### config.mk
export PLATFORM = sky130hd
export DESIGN_NAME = rvaa_div_cell
export DESIGN_NICKNAME = d
export VERILOG_FILES = /design/src/hw/rtl/rvaa_pkg.sv /design/src/hw/rtl/rvaa_div_cell.sv
export SDC_FILE = /design/constraint.sdc
export NUM_CORES = 1
export LEC_CHECK = 0
export BUFFER_PORTS_ARGS = -buffer_cell sky130_fd_sc_hd__buf_2
export CAP_MARGIN = 25
export CORE_MARGIN = 5
export CORE_UTILIZATION = 45
export DETAILED_ROUTE_END_ITERATION = 16
export GPL_ROUTABILITY_DRIVEN = 0
export MAX_ROUTING_LAYER = met4
export PLACE_DENSITY = 0.87
export SLEW_MARGIN = 20
export SYNTH_ARGS = -nofsm -noshare
export SYNTH_HDL_FRONTEND = slang
export SYNTH_SLANG_ARGS = --single-unit
### constraint.sdc
create_clock -name clk -period 7 [get_ports clk]
set_input_delay 1.4 -clock clk [delete_from_list [all_inputs] [get_ports clk]]
set_output_delay 1.4 -clock clk [all_outputs]
set_load 0.005 [all_outputs]
### src/hw/rtl/rvaa_pkg.sv
// shared constants and the arctangent table for the axis rotation pipeline
`default_nettype none
package rvaa_pkg;

	// cordic depth and the width of a step index
	localparam int unsigned CORDIC_STEPS = 16;
	localparam int unsigned STEP_W = (CORDIC_STEPS > 1) ? $clog2(CORDIC_STEPS) : 1;

	// cordic datapath width, arctangent width (q.30)
	localparam int unsigned CW = 34;
	localparam int unsigned ATAN_W = 31;
	localparam logic signed [CW-1:0] CORDIC_X0 = CW'(64'd1 << 30);

	// angle clamp, q3.12
	localparam int ANGLE_LIMIT = 12868;

	// divider: denominator width, quotient bits, fraction bits of the quotient
	localparam int unsigned E_W = 38;
	localparam int unsigned DIV_BITS = 48;
	localparam int unsigned QF = 15;

	// atan(2^-i) in q.30, rounded
	function automatic logic [ATAN_W-1:0] atan_q30(input logic [4:0] idx);
		logic [ATAN_W-1:0] r;
		case (idx)
			5'd0: r = 31'd843314857;
			5'd1: r = 31'd497837829;
			5'd2: r = 31'd263043837;
			5'd3: r = 31'd133525159;
			5'd4: r = 31'd67021687;
			5'd5: r = 31'd33543516;
			5'd6: r = 31'd16775851;
			5'd7: r = 31'd8388437;
			5'd8: r = 31'd4194283;
			5'd9: r = 31'd2097149;
			5'd10: r = 31'd1048576;
			5'd11: r = 31'd524288;
			5'd12: r = 31'd262144;
			5'd13: r = 31'd131072;
			5'd14: r = 31'd65536;
			5'd15: r = 31'd32768;
			5'd16: r = 31'd16384;
			5'd17: r = 31'd8192;
			5'd18: r = 31'd4096;
			5'd19: r = 31'd2048;
			5'd20: r = 31'd1024;
			5'd21: r = 31'd512;
			5'd22: r = 31'd256;
			5'd23: r = 31'd128;
			5'd24: r = 31'd64;
			5'd25: r = 31'd32;
			5'd26: r = 31'd16;
			5'd27: r = 31'd8;
			5'd28: r = 31'd4;
			5'd29: r = 31'd2;
			5'd30: r = 31'd1;
			default: r = '0;
		endcase
		return r;
	endfunction

endpackage
`default_nettype wire

### src/hw/rtl/rvaa_div_cell.sv
// one restoring division step, one quotient bit, registered
`default_nettype none
module rvaa_div_cell (
	input logic clk,
	input logic [rvaa_pkg::E_W-1:0] divisor,
	input logic [rvaa_pkg::E_W-1:0] rem_in,
	input logic [rvaa_pkg::DIV_BITS-1:0] dq_in,
	output logic [rvaa_pkg::E_W-1:0] rem_q,
	output logic [rvaa_pkg::DIV_BITS-1:0] dq_q
);

	logic [rvaa_pkg::E_W:0] trial;
	logic [rvaa_pkg::E_W:0] diff;
	logic fits;

	// dividend bits leave at the top of dq, quotient bits enter at the bottom
	always_comb begin
		trial = {rem_in, dq_in[rvaa_pkg::DIV_BITS-1]};
		diff = trial - {1'b0, divisor};
		fits = trial >= {1'b0, divisor};
	end

	always_ff @(posedge clk) begin
		rem_q <= fits ? diff[rvaa_pkg::E_W-1:0] : trial[rvaa_pkg::E_W-1:0];
		dq_q <= {dq_in[rvaa_pkg::DIV_BITS-2:0], fits};
	end

endmodule
`default_nettype wire

### After elaboration in Yosys (flattened, before gate mapping)

Index checks and enable logic that the tools add are counted.

* logic and storage cells: 5
* output and inout bits: 86
* bits of input ports: 125
* bits in registers: 86

* add/sub/neg operators: 1
* magnitude comparators: 1
* multiplexer cells: 1

Operator list (count)
* >= comparator 39 x 38 -> 1 bit: 1
* two-way mux 38 bit: 1
* subtractor 38 bit: 1

### Depth between registers and ports, before layout

* word-level depth: 2
* gate-level depth with buffers: 14
* mapped depth without buffers: 12

### Least setup slack after synthesis

Ideal clock, no wire load.

* path kind: input to register
* start point: input port divisor[17] (netlist bit)
* end point: register rem_q[30] (netlist bit)
* required time: 6.884 ns
* stages on the path: 12
* library setup time: 0.116 ns
* buffers on the path: 2
* arrival: 3.683 ns
* setup slack: 3.201 ns
* cell sequence: inv_1 ha_1 buf_2 nand3_2 or4_1 or4_1 nand3_2 o21bai_2 nand2_2 buf_6 and2_0 a31o_1

* word-level cells in the longest chain between the ends: 2
* elaborated cells on any way between the ends: 3
* those cells by class: 1 x add/sub; 1 x order compare; 1 x mux

RTL lines
* start, declared: RTL line rvaa_div_cell.sv:5 `input logic [rvaa_pkg::E_W-1:0] divisor,`
* subtractor 38 bit or >= comparator 39 x 38 -> 1 bit (tied branches): RTL line rvaa_div_cell.sv:19, rvaa_div_cell.sv:20
* two-way mux 38 bit *: RTL line rvaa_div_cell.sv:24 `rem_q <= fits ? diff[rvaa_pkg::E_W-1:0] : trial[rvaa_pkg::E_W-1:0];`
* end signal, assigned: RTL line rvaa_div_cell.sv:24
* end, declared: RTL line rvaa_div_cell.sv:8 `output logic [rvaa_pkg::E_W-1:0] rem_q,`

Every way passes the cells marked *; elsewhere a longest branch is shown, timed or not.

### Final worst setup path

* start point: input port rem_in[22] (netlist bit)
* end point: register rem_q[17] (netlist bit)

* word-level cells in the longest chain between the ends: 2

RTL lines
* start, declared: RTL line rvaa_div_cell.sv:6 `input logic [rvaa_pkg::E_W-1:0] rem_in,`
* >= comparator 39 x 38 -> 1 bit: RTL line rvaa_div_cell.sv:20 `fits = trial >= {1'b0, divisor};`
* two-way mux 38 bit: RTL line rvaa_div_cell.sv:24

No other way between the ends.

==> run metrics <==
Nets=883; I/O Buffers=210; CP dominant cell by count=or4_1; residual DRC count=0; cell with the most instances after synthesis=dfxtp_1; Hold Path End=dq_q[4]; Worst Tran Pin Value=0.657 ns; total CTS buffers=9; Post-Synth XOR/XNOR Area=0.0560; DIE AREA=12200 um^2; met3 Track Usage GR=0.0547; startpoint types=input port; WHS Path Cells=1; GR Layer Usage met2=0.375; Compound-Gate Fraction of Synth Area=0.215; initial antenna violation count=0; Worst Path Required=7.28 ns; Area contributors post-synth=dfxtp_1 (38%), ha_1 (10%), a21oi_1 (4.6%); area delta synth->final=28.2%; final worst path period need=4.79 ns; share of cells above drive strength 1=0.384; Clock Path Buffers=2; pwr/cell area=224 nW/um^2; Initial Utilization=0.462; vias in the first global route=4149; max-cap violations=0; register area=1720 um^2; Comb power frac=0.302; fmax=209 MHz; number of flops mapped to enable cells by yosys=0; Root Driver=clkbuf_8; setup ws final=2.21 ns; drt initial violations=263; Setup TNS=0 ns; P_leak=0.00290 uW; Post-Layout Inst Area=5820 um^2; Placed Area=5630 um^2; first-pass GRT wire length=19900 um; clock sink count=86; routed via count=4291; area leader, netlist=dfxtp_1; Mean Syn Cell Area=8.82 um^2; critical path, cell by cell=buf_2 > ha_1 > nand4_1 > or4_1 > or4_1 > nand3_2 > o21bai_2 > nand2_2 > inv_2 > buf_4 > nor2_2 > a21oi_2; post-CTS setup buffers=0; routed vias/inst=5.01; Rows=36; layer with the highest usage=met2; Total Wirelength=13300 um; worst path arrival time=5.08 ns; Post-Synthesis Cells=514; largest net degree at the start of global routing=31; family with the most delay on the worst path=simple AND/OR/NAND/NOR gates; post-synthesis sequential area ratio=0.380; CP Buf/Inv Count=3; clock share of power=0.262; cts hold-fix bufs=0; Hold Violations, Final=0; Psw=428 uW; switching share of power=0.328; Hold WC Path Type=in -> reg; Post-CTS Resized=0; total grt overflow=0; post-synth top area share=0.380; Die Span X=110 um; minimum hold slack=1.14 ns; register share of total power=0.437; Yosys warning count=0; drt pass-1 iters=5; DR WL/cell=15.5 um; Max Fanout on Critical Path=30; area share of fa/ha/maj cells after synthesis=0.109; Multi-input gate area=2480 um^2; Seq cells post-synth=86; main flop type after synthesis=dfxtp_1; WS Path Type=in -> reg; met1 Use GR=0.254; main combinational cell family by area after synthesis=compound AO/OA/AOI/OAI gates; chip height=110 um; Synth Net Count=678; gr usage total=0.218; Hold Startpoint=dq_in[3]; mux share of post-synthesis cell area=0.00221; core area=9820 um^2; Slew headroom=0.561; dpl ws=1.88 ns; Worst setup EP type=register; fraction of registers with async set/reset=0; RSZ-0062 raised after global routing=no; CTS clk-pin slew, worst paths=0.09 ns; slowest cell on the critical path=inv_2; most common library cells after synthesis=dfxtp_1 (86), inv_1 (52), nand2_1 (44); H-Tree Depth=3; Max stage delay on crit path=0.66 ns; internal power=877 uW; I/O pin count=211; Final ANT Viol Nets=0; simple-gate share of the synthesized area=0.164; fin crit share=0.685; filler instances=919; n_diodes=0; Yosys cell types=58; mapped cell area=4540 um^2; setup violators final=0; HPWL after DPL=10900 um; status=complete, no violations; final slew viol count=0; maximum VDD drop=0.111 mV; CTS tree=done
==> metal layers <==
layer / vias up / share of wire
met5: - / 0
met4: 0 / 0.012
met3: 8 / 0.086
met2: 173 / 0.50
met1: 1925 / 0.40
li1: 2185 / -
==> final cells by class <==
class,instances,share of cell area
multi-input cells,358,0.426
well taps,133,0.0286
inverters,53,0.0342
repair buffers,211,0.182
clock inverters,6,0.00904
clock buffers,10,0.0237
flip-flops and latches,86,0.296
==> per-stage QoR <==
stage	util	std cells	total power, uW
6_report	0.592	857	1300
3_5_place_dp	0.573	841	975
3_3_place_gp	0.573	841	968
2_1_floorplan	-	514	832
4_1_cts	0.592	857	1320
5_1_grt	0.592	857	1390
==> sequential cells by signal, summed over array words and instances, names as in the netlist <==
| register | count |
|---|---|
| dq_q | 48 |
| rem_q | 38 |
==> cell usage in the layout (no fill, tap or decap), types with 10 or more instances in the layout <==
cell,n
o21ai_0,21
a21o_1,11
a21oi_2,18
nor2_1,16
o21ai_1,10
inv_1,52
buf_2,210
nand4_1,11
xnor2_1,20
clkbuf_8,10
nand2_1,44
ha_1,38
nor2_2,18
dfxtp_1,86
a21oi_1,42
==> worst max path at each step <==
| stage | startpoint | end | slack [ns] | depth (start not counted) |
|---|---|---|---|---|
| 6_report | rem_in[22] | rem_q[17] | 2.21 | 12 |
| 5_1_grt | divisor[23] | rem_q[17] | 1.90 | 13 |
| 4_1_cts | rem_in[22] | rem_q[17] | 2.24 | 12 |
| 3_5_place_dp | rem_in[22] | rem_q[17] | 1.88 | 12 |
| 3_3_place_gp | rem_in[22] | rem_q[6] | 2.00 | 12 |
| 2_1_floorplan | divisor[17] | rem_q[30] | 3.20 | 12 |
==> logic make-up (layout without fill, tap and decap cells) <==
logic type / count (synthesis) / count (layout)
muxes: 1 / 1
xor gates and xnor gates: 29 / 29
DFF: 86 / 86
adders and majority gates: 39 / 39
AOI/OAI and AO/OA: 149 / 149
and+or+nand+nor: 140 / 140
buffers and inverters: 70 / 280
==> power groups by stage <==
stage	Clock, uW	Sequential, uW	Combinational (uW)
finish	341	570	393
global route	375	576	439
CTS	350	570	395
detailed placement	0	581	394
global placement	0	580	387
floorplan	0	592	240
No activity file was read; power rests on OpenSTA's default activity.
