$ cat config.mk
export PLATFORM = sky130hd
export DESIGN_NAME = rvaa_cordic_cell
export DESIGN_NICKNAME = d
export VERILOG_FILES = /design/src/hw/rtl/rvaa_pkg.sv /design/src/hw/rtl/rvaa_cordic_cell.sv
export SDC_FILE = /design/constraint.sdc
export NUM_CORES = 1
export LEC_CHECK = 0
export BUFFER_PORTS_ARGS = -buffer_cell sky130_fd_sc_hd__buf_2
export CAP_MARGIN = 5
export CORE_ASPECT_RATIO = 1.75
export CORE_UTILIZATION = 50
export CTS_CLUSTER_SIZE = 24
export DETAILED_ROUTE_END_ITERATION = 7
export PLACE_DENSITY = 0.74
export SYNTH_ARGS = -nofsm -noshare
export SYNTH_HDL_FRONTEND = slang
export SYNTH_SLANG_ARGS = --single-unit
$ cat constraint.sdc
create_clock -name clk -period 5.7 [get_ports clk]
set_clock_uncertainty 0.2 [all_clocks]
set_input_delay 0.285 -clock clk [delete_from_list [all_inputs] [get_ports clk]]
set_output_delay 0.285 -clock clk [all_outputs]
set_load 0.05 [all_outputs]
$ cat src/hw/rtl/rvaa_pkg.sv
// shared constants and the arctangent table for the axis rotation pipeline
`default_nettype none
package rvaa_pkg;

	// cordic depth and the width of a step index
	localparam int unsigned CORDIC_STEPS = 16;
	localparam int unsigned STEP_W = (CORDIC_STEPS > 1) ? $clog2(CORDIC_STEPS) : 1;

	// cordic datapath width, arctangent width (q.30)
	localparam int unsigned CW = 34;
	localparam int unsigned ATAN_W = 31;
	localparam logic signed [CW-1:0] CORDIC_X0 = CW'(64'd1 << 30);

	// angle clamp, q3.12
	localparam int ANGLE_LIMIT = 12868;

	// divider: denominator width, quotient bits, fraction bits of the quotient
	localparam int unsigned E_W = 38;
	localparam int unsigned DIV_BITS = 48;
	localparam int unsigned QF = 15;

	// atan(2^-i) in q.30, rounded
	function automatic logic [ATAN_W-1:0] atan_q30(input logic [4:0] idx);
		logic [ATAN_W-1:0] r;
		case (idx)
			5'd0: r = 31'd843314857;
			5'd1: r = 31'd497837829;
			5'd2: r = 31'd263043837;
			5'd3: r = 31'd133525159;
			5'd4: r = 31'd67021687;
			5'd5: r = 31'd33543516;
			5'd6: r = 31'd16775851;
			5'd7: r = 31'd8388437;
			5'd8: r = 31'd4194283;
			5'd9: r = 31'd2097149;
			5'd10: r = 31'd1048576;
			5'd11: r = 31'd524288;
			5'd12: r = 31'd262144;
			5'd13: r = 31'd131072;
			5'd14: r = 31'd65536;
			5'd15: r = 31'd32768;
			5'd16: r = 31'd16384;
			5'd17: r = 31'd8192;
			5'd18: r = 31'd4096;
			5'd19: r = 31'd2048;
			5'd20: r = 31'd1024;
			5'd21: r = 31'd512;
			5'd22: r = 31'd256;
			5'd23: r = 31'd128;
			5'd24: r = 31'd64;
			5'd25: r = 31'd32;
			5'd26: r = 31'd16;
			5'd27: r = 31'd8;
			5'd28: r = 31'd4;
			5'd29: r = 31'd2;
			5'd30: r = 31'd1;
			default: r = '0;
		endcase
		return r;
	endfunction

endpackage
`default_nettype wire

$ cat src/hw/rtl/rvaa_cordic_cell.sv
// one rotation-mode cordic step, registered
`default_nettype none
module rvaa_cordic_cell (
	input logic clk,
	input logic [rvaa_pkg::STEP_W-1:0] step,
	input logic signed [rvaa_pkg::CW-1:0] x_in,
	input logic signed [rvaa_pkg::CW-1:0] y_in,
	input logic signed [rvaa_pkg::CW-1:0] z_in,
	output logic signed [rvaa_pkg::CW-1:0] x_q,
	output logic signed [rvaa_pkg::CW-1:0] y_q,
	output logic signed [rvaa_pkg::CW-1:0] z_q
);

	logic signed [rvaa_pkg::CW-1:0] dx;
	logic signed [rvaa_pkg::CW-1:0] dy;
	logic signed [rvaa_pkg::CW-1:0] da;

	always_comb begin
		dx = y_in >>> step;
		dy = x_in >>> step;
		da = signed'(rvaa_pkg::CW'(rvaa_pkg::atan_q30(5'(step))));
	end

	always_ff @(posedge clk) begin
		if (z_in >= 0) begin
			x_q <= x_in - dx;
			y_q <= y_in + dy;
			z_q <= z_in - da;
		end else begin
			x_q <= x_in + dx;
			y_q <= y_in - dy;
			z_q <= z_in + da;
		end
	end

endmodule
`default_nettype wire

[Word level (Yosys, flattened, before mapping)]
Memories as Yosys holds them, arrays and structs flattened.
Cells that the tools add are included.
Widths: inputs -> output; s select.
Storage, ports and cells
  word-level logic and storage cells: 16
  input port bits: 107
  flip-flop bits (word level): 102
  memories: 1
  output and inout port bits: 102
  bits in read-only memories: 480
Memory list
  (no name shown): depth 16, width 30, rd ports 1, clocked after Yosys merged registers in 0, write ports 0, RTL line rvaa_pkg.sv:25  | case (idx)
Cells by class
  $add $sub $neg: 6
  shift-type cells: 2
  magnitude comparators: 1
  muxes and demuxes: 3
Operator list (count)
  $mux 34: 3
  $add 34x34->34: 2
  $sshr 34x4->34: 2
  $sub 34x34->34: 2
  $add 34x32->34: 1
  $ge 34x1->1 const B: 1
  $sub 34x32->34: 1

[Depth between registers and ports, before layout]
Gate-level depths: netlist (run 1).
  depth after elaboration: 3
  mapped depth: 28
  depth with buffers taken out: 22

[Worst setup path after synthesis (run 1)]
Ideal clock, no wire load.
  path type: input to register
  start point: input step[1] in the netlist's numbering
  end point: register z_q[25] in the netlist's numbering
  setup time: 0.072 ns
  path buffers: 4
  arrival: 5.942 ns
  path slack: -0.514 ns
  data required time: 5.428 ns
  stages: 24
  cells stage by stage: buf_2 > inv_2 > buf_1 > clkbuf_1 > ha_1 > clkbuf_1 > nor2_1 > a21oi_1 > o22ai_1 > or4_1 > nor3_1 > o211ai_1 > and2_1 > xnor2_1 > ha_1 > and3_1 > a221o_1 > a221oi_1 > o21ai_0 > a311oi_1 > o21bai_1 > a21o_1 > a21oi_1 > xnor2_1
On the way
  longest elaborated chain between the ends: 3
  elaborated cells on any way between the ends: 4
  those cells by class: add/sub (2); mux (1); memory (1)
Ends and longest elaborated chain
  start: declaration: RTL line rvaa_cordic_cell.sv:5  | input logic [rvaa_pkg::STEP_W-1:0] step,
  $mem_v2 16x30 *
  $add 34x32->34 / $sub 34x32->34 (equally long branches): RTL line rvaa_cordic_cell.sv:32, rvaa_cordic_cell.sv:28
  $mux 34 *: RTL line rvaa_cordic_cell.sv:25  | if (z_in >= 0) begin
  end signal: assignment: RTL line rvaa_cordic_cell.sv:28  | z_q <= z_in - da;
  end signal: assignment: RTL line rvaa_cordic_cell.sv:32  | z_q <= z_in + da;
  end: declaration: RTL line rvaa_cordic_cell.sv:11  | output logic signed [rvaa_pkg::CW-1:0] z_q
Every way passes the cells marked *; elsewhere a longest branch is shown, timed or not.

[Worst setup path after layout (run 1)]
  start point: input step[0] in the netlist's numbering
  end point: register x_q[30] in the netlist's numbering
On the way
  longest elaborated chain between the ends: 3
  elaborated cells on any way between the ends: 4
  those cells by class: add/sub (2); shift (1); mux (1)
Ends and longest elaborated chain
  $sshr 34x4->34 *: RTL line rvaa_cordic_cell.sv:19  | dx = y_in >>> step;
  $add 34x34->34 / $sub 34x34->34 (equally long branches): RTL line rvaa_cordic_cell.sv:30, rvaa_cordic_cell.sv:26
  $mux 34 *: RTL line rvaa_cordic_cell.sv:25
  end signal: assignment: RTL line rvaa_cordic_cell.sv:26  | x_q <= x_in - dx;
  end signal: assignment: RTL line rvaa_cordic_cell.sv:30  | x_q <= x_in + dx;
  end: declaration: RTL line rvaa_cordic_cell.sv:9  | output logic signed [rvaa_pkg::CW-1:0] x_q,
Marks and branches as above.

==> results of run 1 <==
logic make-up after synthesis:
logic type      share of synthesized area
compound gates                      0.229
xor+xnor                            0.115
fa+ha+maj                           0.105
buf+inv                            0.0492
flops                               0.151
mux                                 0.197
simple gates                        0.154
flip-flops by register name (all words and copies together), names as in the netlist:
register / cells
z_q: 34
y_q: 34
x_q: 34
critical path, cell delays in order:
cell and delay (ns):
buf_6 0.26, buf_12 0.20, mux4_2 0.53, mux4_2 0.48
nor4b_1 0.37, buf_4 0.18, nand3b_1 0.11, or2_2 0.30
o21ai_0 0.19, xor2_1 0.35, ha_1 0.32, a21o_1 0.16
a21oi_1 0.22, a31o_2 0.18, a41oi_1 0.06, o21ai_0 0.23
buf_4 0.17, nand3_1 0.14, a221oi_1 0.27, buf_4 0.18
mux2i_1 0.18, nand3_1 0.09
per-stage QoR:
stage,power [µW],TNS (ns),util
2_1_floorplan,3790,-0.0319,-
3_3_place_gp,4780,-0.338,0.607
3_5_place_dp,4810,-0.678,0.607
4_1_cts,5450,0,0.617
5_1_grt,5770,0,0.618
6_report,5450,0,0.618
cells in the final DEF (no fill, tap or decap), types with 16 or more instances in the layout:
master / instances
a211oi_1: 16
a21o_1: 50
a21oi_1: 140
a31oi_1: 16
and2_1: 17
and3_1: 17
buf_2: 205
buf_4: 201
dfxtp_1: 102
ha_1: 109
inv_1: 52
mux2_2: 25
mux2i_1: 56
mux4_1: 28
mux4_2: 46
nand2_1: 134
nand2b_1: 25
nand3_1: 34
nor2_1: 99
nor3_1: 18
o21a_1: 18
o21ai_0: 89
o21bai_1: 20
o22ai_1: 16
xnor2_1: 113
xor2_1: 65
how the worst max path moves through the flow:
stage / start / endpoint
floorplan: step[1] / z_q[25]$_DFF_P_
global placement: step[0] / x_q[33]$_DFF_P_
detailed placement: step[0] / x_q[33]$_DFF_P_
CTS: step[0] / x_q[33]$_DFF_P_
global route: step[0] / x_q[30]$_DFF_P_
finish: step[0] / x_q[30]$_DFF_P_
area by class of cell:
cell class                 instances  area, µm²
fill                            2349      10200
clock buffer                       9        225
sequential                       102       2040
inverter                          55        206
multi-input combinational       1345      10800
clock inverter                     7       55.1
tap                              324        405
timing repair buffer             412       2650
power breakdown:
part,switching (µW),internal (µW),total [µW]
registers,79.2,1040,1110
clock network,313,302,614
logic,2460,1260,3720
per-layer routing:
metal  GRT usage  vias to the layer above  wire length (µm)  part of all wire
met3      0.0541                      217              3050             0.063
met2       0.649                      684             24900              0.52
met4       0.249                        0              3490             0.072
li1            -                     6622                 -                 -
met5           0                        -                 0                 0
met1       0.357                     6752             16800              0.35
what timing repair did:
| item | CTS | global route |
|---|---|---|
| setup buffers | 0 | 0 |
| hold buffers | 0 | 0 |
| gates resized for setup | 0 | 1 |
| endpoints found under the setup margin | 0 | 3 |
==> metrics.md, run 1 <==
| Metric | Value |
|---|---|
| Crit Path Class | `in2reg` |
| Pwr per Cell Area | `332 mW/mm²` |
| Final-report hold violation count | `0` |
| Synth warn | `0` |
| Worst path arrival time | `5.47 ns` |
| Routed WL per cell | `21.4 µm` |
| CTS tree | `yes` |
| Fin crit share | `0.948` |
| Drt pass-1 iters | `6` |
| Synth async-reset ratio | `0` |
| GRT overflow | `0` |
| Worst Slack Setup Final | `0.298 ns` |
| Vias in the first global route | `14.4k` |
| First-pass GRT wire length | `75.1 mm` |
| Vias | `14.3k` |
| Number of flops mapped to enable cells by yosys | `0` |
| Rows | `79` |
| Number of library cell types mapped by synthesis | `94` |
| Crit path max fanout | `25` |
| Placed Cells | `2238` |
| Post-DRT Antenna Nets | `0` |
| Die W | `126 µm` |
| Main flop type after synthesis | `dfxtp_1` |
| Synth Net Count | `1798` |
| Max Freq | `185 MHz` |
| Clk sink count | `102` |
| Cell Area, Synth | `0.0135 mm²` |
| Total die area | `0.0278 mm²` |
| #FFs+latches synth | `102` |
| Hold endpoint | `y_q[0]$_DFF_P_` |
| Most numerous cell in the Yosys netlist | `a21oi_1` |
| Cell Area, Placed | `0.0161 mm²` |
| RSZ-0062 raised after global routing | `no` |
| Top cells by area, synth | `dfxtp_1 15%, ha_1 10%, mux4_2 7.6%, xnor2_1 7.3%, mux4_1 5.4%` |
| Area grow syn2layout | `21.2%` |
| Drt total wl | `48.3 mm` |
| Final min period | `5.40 ns` |
| Antenna diode count | `0` |
| Worst Setup End Kind | `flip-flop` |
| Die extent in y | `220 µm` |
| Non-Filler Instances | `2254` |
| Final GP Congestion | `0.981` |
| Clock Path Buffers | `2` |
| Post-synth top area share | `0.151` |
| Mean post-synth cell area | `8.58 µm²` |
| Placeable Area | `0.0266 mm²` |
| Status | `finished clean` |
| Biggest area consumer among synthesized cells | `dfxtp_1` |
| CTS HTree Levels | `3` |
| Clock slew at reported path FFs | `0.08 ns` |
| Post-synth top cells | `140 x a21oi_1, 134 x nand2_1, 113 x xnor2_1, 109 x ha_1, 102 x dfxtp_1` |
| Largest net degree at the start of global routing | `42` |
| DRT iter0 DRCs | `1043` |
| Design Area, Final | `0.0164 mm²` |
| HP Start | `y_in[0]` |
| Vias per Instance | `6.33` |
| Endpoints failing setup | `0` |
| Worst Tran Pin Value | `0.819 ns` |
| Worst IR drop on VDD | `0.259 mV` |
| Ports | `209` |
| CTS root buf | `clkbuf_16` |
| Initial Util | `0.509` |
| Slew Viols, Final | `0` |
| Hold Path Class | `in2reg` |
| Static leakage | `0.00754 µW` |
| CP Data Required Time | `5.77 ns` |
| CTS Buf Count | `9` |
| Setup WS pre-CTS | `-0.159 ns` |
| WHS | `0.00117 ns` |
| Port Buffers | `208` |
| Syn Inst Count | `1579` |
| Register area share after synthesis | `0.151` |
| DR DRC count | `0` |
| # Max-Cap Violations | `0` |
| Final nets | `2144` |
| Slew headroom | `0.452` |
| Total GRT Usage | `0.351` |
| Min-Delay Path Depth | `2` |
| CP startpoint kind | `primary input` |
| Initial antenna violation count | `0` |
| Dpl hpwl | `39.0 mm` |
| Ratio of cells with drive above 1 in the final layout | `0.281` |
Note: power is estimated with default switching activity, not from simulation.
==> run 2, diff against run 1 <==
--- a/config.mk
+++ b/config.mk
@@ -7,11 +7,13 @@
 export LEC_CHECK = 0
 export BUFFER_PORTS_ARGS = -buffer_cell sky130_fd_sc_hd__buf_2
 export CAP_MARGIN = 5
+export CELL_PAD_IN_SITES_DETAIL_PLACEMENT = 1
+export CELL_PAD_IN_SITES_GLOBAL_PLACEMENT = 1
 export CORE_ASPECT_RATIO = 1.75
-export CORE_UTILIZATION = 50
+export CORE_UTILIZATION = 40
 export CTS_CLUSTER_SIZE = 24
 export DETAILED_ROUTE_END_ITERATION = 7
-export PLACE_DENSITY = 0.74
+export PLACE_DENSITY_LB_ADDON = 0.1
 export SYNTH_ARGS = -nofsm -noshare
 export SYNTH_HDL_FRONTEND = slang
 export SYNTH_SLANG_ARGS = --single-unit
==> run 2 against run 1 <==
  * Count of clock-buffer cells in the layout is the same
  * Critical path depth up 1
  * Highest routed layer unchanged
  * First-iteration DRC count fell by 39%
  * Final area increased by 0.53%
  * Utilization is 12 points lower
  * Largest cell class unchanged
  * Combinational power hardly changed
  * Cell count grew 4.9%
==> metrics.md, run 2 (synthesis results as in run 1) <==
| Metric | Value |
|---|---|
| Clock Path Buffers | `2 (unchanged)` |
| Fin crit share | `0.958 (was 0.948)` |
| Dpl hpwl | `44.4 mm (was 39.0 mm)` |
| Register area | `0.00204 mm² (unchanged)` |
| Initial Util | `0.409 (was 0.509)` |
| Crit Path Class | `in2reg (unchanged)` |
| Static leakage | `0.00747 µW (was 0.00754 µW)` |
| CTS HTree Levels | `3 (unchanged)` |
| Post-DRT Antenna Nets | `0 (unchanged)` |
| Total die area | `0.0346 mm² (was 0.0278 mm²)` |
| Total power draw | `5520 µW (was 5450 µW)` |
| GR Util met1 | `0.314 (was 0.357)` |
| Ports | `209 (unchanged)` |
| Slowest-stage cell, CP | `dlygate4sd3_1 (was mux4_2)` |
| Placeable Area | `0.0331 mm² (was 0.0266 mm²)` |
| RSZ-0062 raised after global routing | `no (unchanged)` |
| Crit path max fanout | `4 (was 25)` |
| Post-route setup TNS | `0 ns (unchanged)` |
| Vias in the first global route | `15.1k (was 14.4k)` |
| Slew headroom | `0.378 (was 0.452)` |
| Multi-input gate area | `0.0109 mm² (was 0.0108 mm²)` |
| Die extent in y | `245 µm (was 220 µm)` |
| Design Area, Final | `0.0165 mm² (was 0.0164 mm²)` |
| Vias per Instance | `5.95 (was 6.33)` |
| Most common cell after layout, fill and taps aside | `buf_2 (unchanged)` |
| Commonest non-fill, non-tap cells in the layout | `205 x buf_2, 182 x buf_4, 139 x a21oi_1 (was 205 x buf_2, 201 x buf_4, 140 x a21oi_1)` |
| Final GP Congestion | `0.911 (was 0.981)` |
| Worst path bufs/invs | `8 (was 5)` |
| Clock slew at reported path FFs | `0.08 ns (about the same)` |
| Critical-path cell list | `dlygate4sd3_1 > buf_2 > mux4_2 > mux4_2 > buf_4 > inv_1 > ha_1 > a41o_1 > nand2_1 > buf_4 > a21oi_1 > xnor2_1 > buf_4 > ha_1 > nand3_1 > a2111oi_1 > buf_4 > o211ai_1 > buf_4 > a21oi_1 > a31oi_1 > o21ai_0 > xnor2_1 (was buf_6 > buf_12 > mux4_2 > mux4_2 > nor4b_1 > buf_4 > nand3b_1 > or2_2 > o21ai_0 > xor2_1 > ha_1 > a21o_1 > a21oi_1 > a31o_2 > a41oi_1 > o21ai_0 > buf_4 > nand3_1 > a221oi_1 > buf_4 > mux2i_1 > nand3_1)` |
| Vias | `14.1k (was 14.3k)` |
| HP Start | `y_in[1] (was y_in[0])` |
| Worst Setup End Kind | `flip-flop (unchanged)` |
| DR DRC count | `0 (unchanged)` |
| CTS root buf | `clkbuf_16 (unchanged)` |
| Pwr per Cell Area | `334 mW/mm² (was 332 mW/mm²)` |
| CTS Buf Count | `9 (unchanged)` |
| Largest net degree at the start of global routing | `69 (was 42)` |
| Routed WL per cell | `22.8 µm (was 21.4 µm)` |
| # Max-Cap Violations | `0 (unchanged)` |
| Rows | `88 (was 79)` |
| Max Freq | `183 MHz (was 185 MHz)` |
| Fill cell count | `4030 (was 2349)` |
| Cell Area, Placed | `0.0162 mm² (was 0.0161 mm²)` |
| Slew Viols, Final | `0 (unchanged)` |
| Grt peak-use layer | `met2 (unchanged)` |
| Hold Path Class | `in2reg (unchanged)` |
| CTS tree | `yes (unchanged)` |
| Total GRT Usage | `0.314 (was 0.351)` |
| Crit path max-delay family | `buffers and inverters (was compound AO/OA/AOI/OAI gates)` |
| First-pass GRT wire length | `82.9 mm (was 75.1 mm)` |
| Port Buffers | `208 (unchanged)` |
| Final min period | `5.46 ns (was 5.40 ns)` |
| CP startpoint kind | `primary input (unchanged)` |
| Cell mode on critical path | `buf_4 (unchanged)` |
| Top flop regs | `x_q: 34 flops, y_q: 34 flops, z_q: 34 flops (unchanged)` |
| Drt pass-1 iters | `5 (was 6)` |
| Final-report hold violation count | `0 (unchanged)` |
| Largest stage delay, worst path | `0.54 ns (was 0.53 ns)` |
| Final nets | `2128 (was 2144)` |
| Ratio of cells with drive above 1 in the final layout | `0.276 (was 0.281)` |
| Initial antenna violation count | `0 (unchanged)` |
| M2 GR Usage | `0.613 (was 0.649)` |
| Min-Delay Path Depth | `2 (unchanged)` |
| DRT iter0 DRCs | `633 (was 1043)` |
| GRT overflow | `0 (unchanged)` |
| Worst path arrival time | `5.58 ns (was 5.47 ns)` |
| Clk sink count | `102 (unchanged)` |
| GR Util met3 | `0.0247 (was 0.0541)` |
| Die W | `141 µm (was 126 µm)` |
| Worst Tran Pin Value | `0.929 ns (was 0.819 ns)` |
| Status | `finished clean (unchanged)` |
| Drt total wl | `54.0 mm (was 48.3 mm)` |
| Area grow syn2layout | `21.9% (was 21.2%)` |
| CP Data Required Time | `5.82 ns (was 5.77 ns)` |
| Endpoints failing setup | `0 (unchanged)` |
| Hold endpoint | `y_q[1]$_DFF_P_ (was y_q[0]$_DFF_P_)` |
| Worst IR drop on VDD | `0.285 mV (was 0.259 mV)` |
-- run 2: how the worst max path moves through the flow --
stage / startpoint / to / cells after the start
3_3_place_gp: step[0] / z_q[32]$_DFF_P_ / 23
5_1_grt: y_in[0] / x_q[33]$_DFF_P_ / 21
3_5_place_dp: step[0] / y_q[30]$_DFF_P_ / 21
6_report: y_in[0] / x_q[33]$_DFF_P_ / 23
2_1_floorplan: step[1] / z_q[25]$_DFF_P_ / 24
4_1_cts: step[0] / y_q[30]$_DFF_P_ / 20
-- run 2: per-layer routing --
metal | up-vias | share of wire | wire length [µm]
li1 | 6574 | - | -
met1 | 6919 | 0.36 | 19600
met2 | 418 | 0.54 | 29400
met3 | 158 | 0.028 | 1520
met4 | 0 | 0.064 | 3470
met5 | - | 0 | 0
-- run 2: cell type report --
type                       instances  share of cell area
antenna                            1            0.000152
clock buffer                       9              0.0136
clock inverter                     7             0.00409
inverter                          55              0.0127
multi-input combinational       1345               0.657
sequential                       102               0.124
tap                              450              0.0341
timing repair buffer             396               0.154
-- run 2: where the power goes --
part | switching, µW | internal (µW)
sequential | 77.7 | 1040
clock | 360 | 308
combinational | 2490 | 1250
-- run 2: repair_timing --
item / in CTS / in global routing
resized for setup: 0 / 7
setup buffers: 0 / 0
endpoints found under the setup margin: 0 / 7
endpoints found under the hold margin: 2 / 0
hold buffers: 2 / 0
-- run 2: stage by stage --
step                hold WS (ns)  setup slack (ns)  std cells   util
floorplan                  0.215           -0.0319       1579      -
global placement           0.348            -0.197       2346  0.488
detailed placement         0.355            -0.270       2346  0.488
CTS                       0.0110             0.139       2364  0.497
global route              0.0290            0.0163       2364  0.498
finish                    0.0212             0.242       2365  0.498
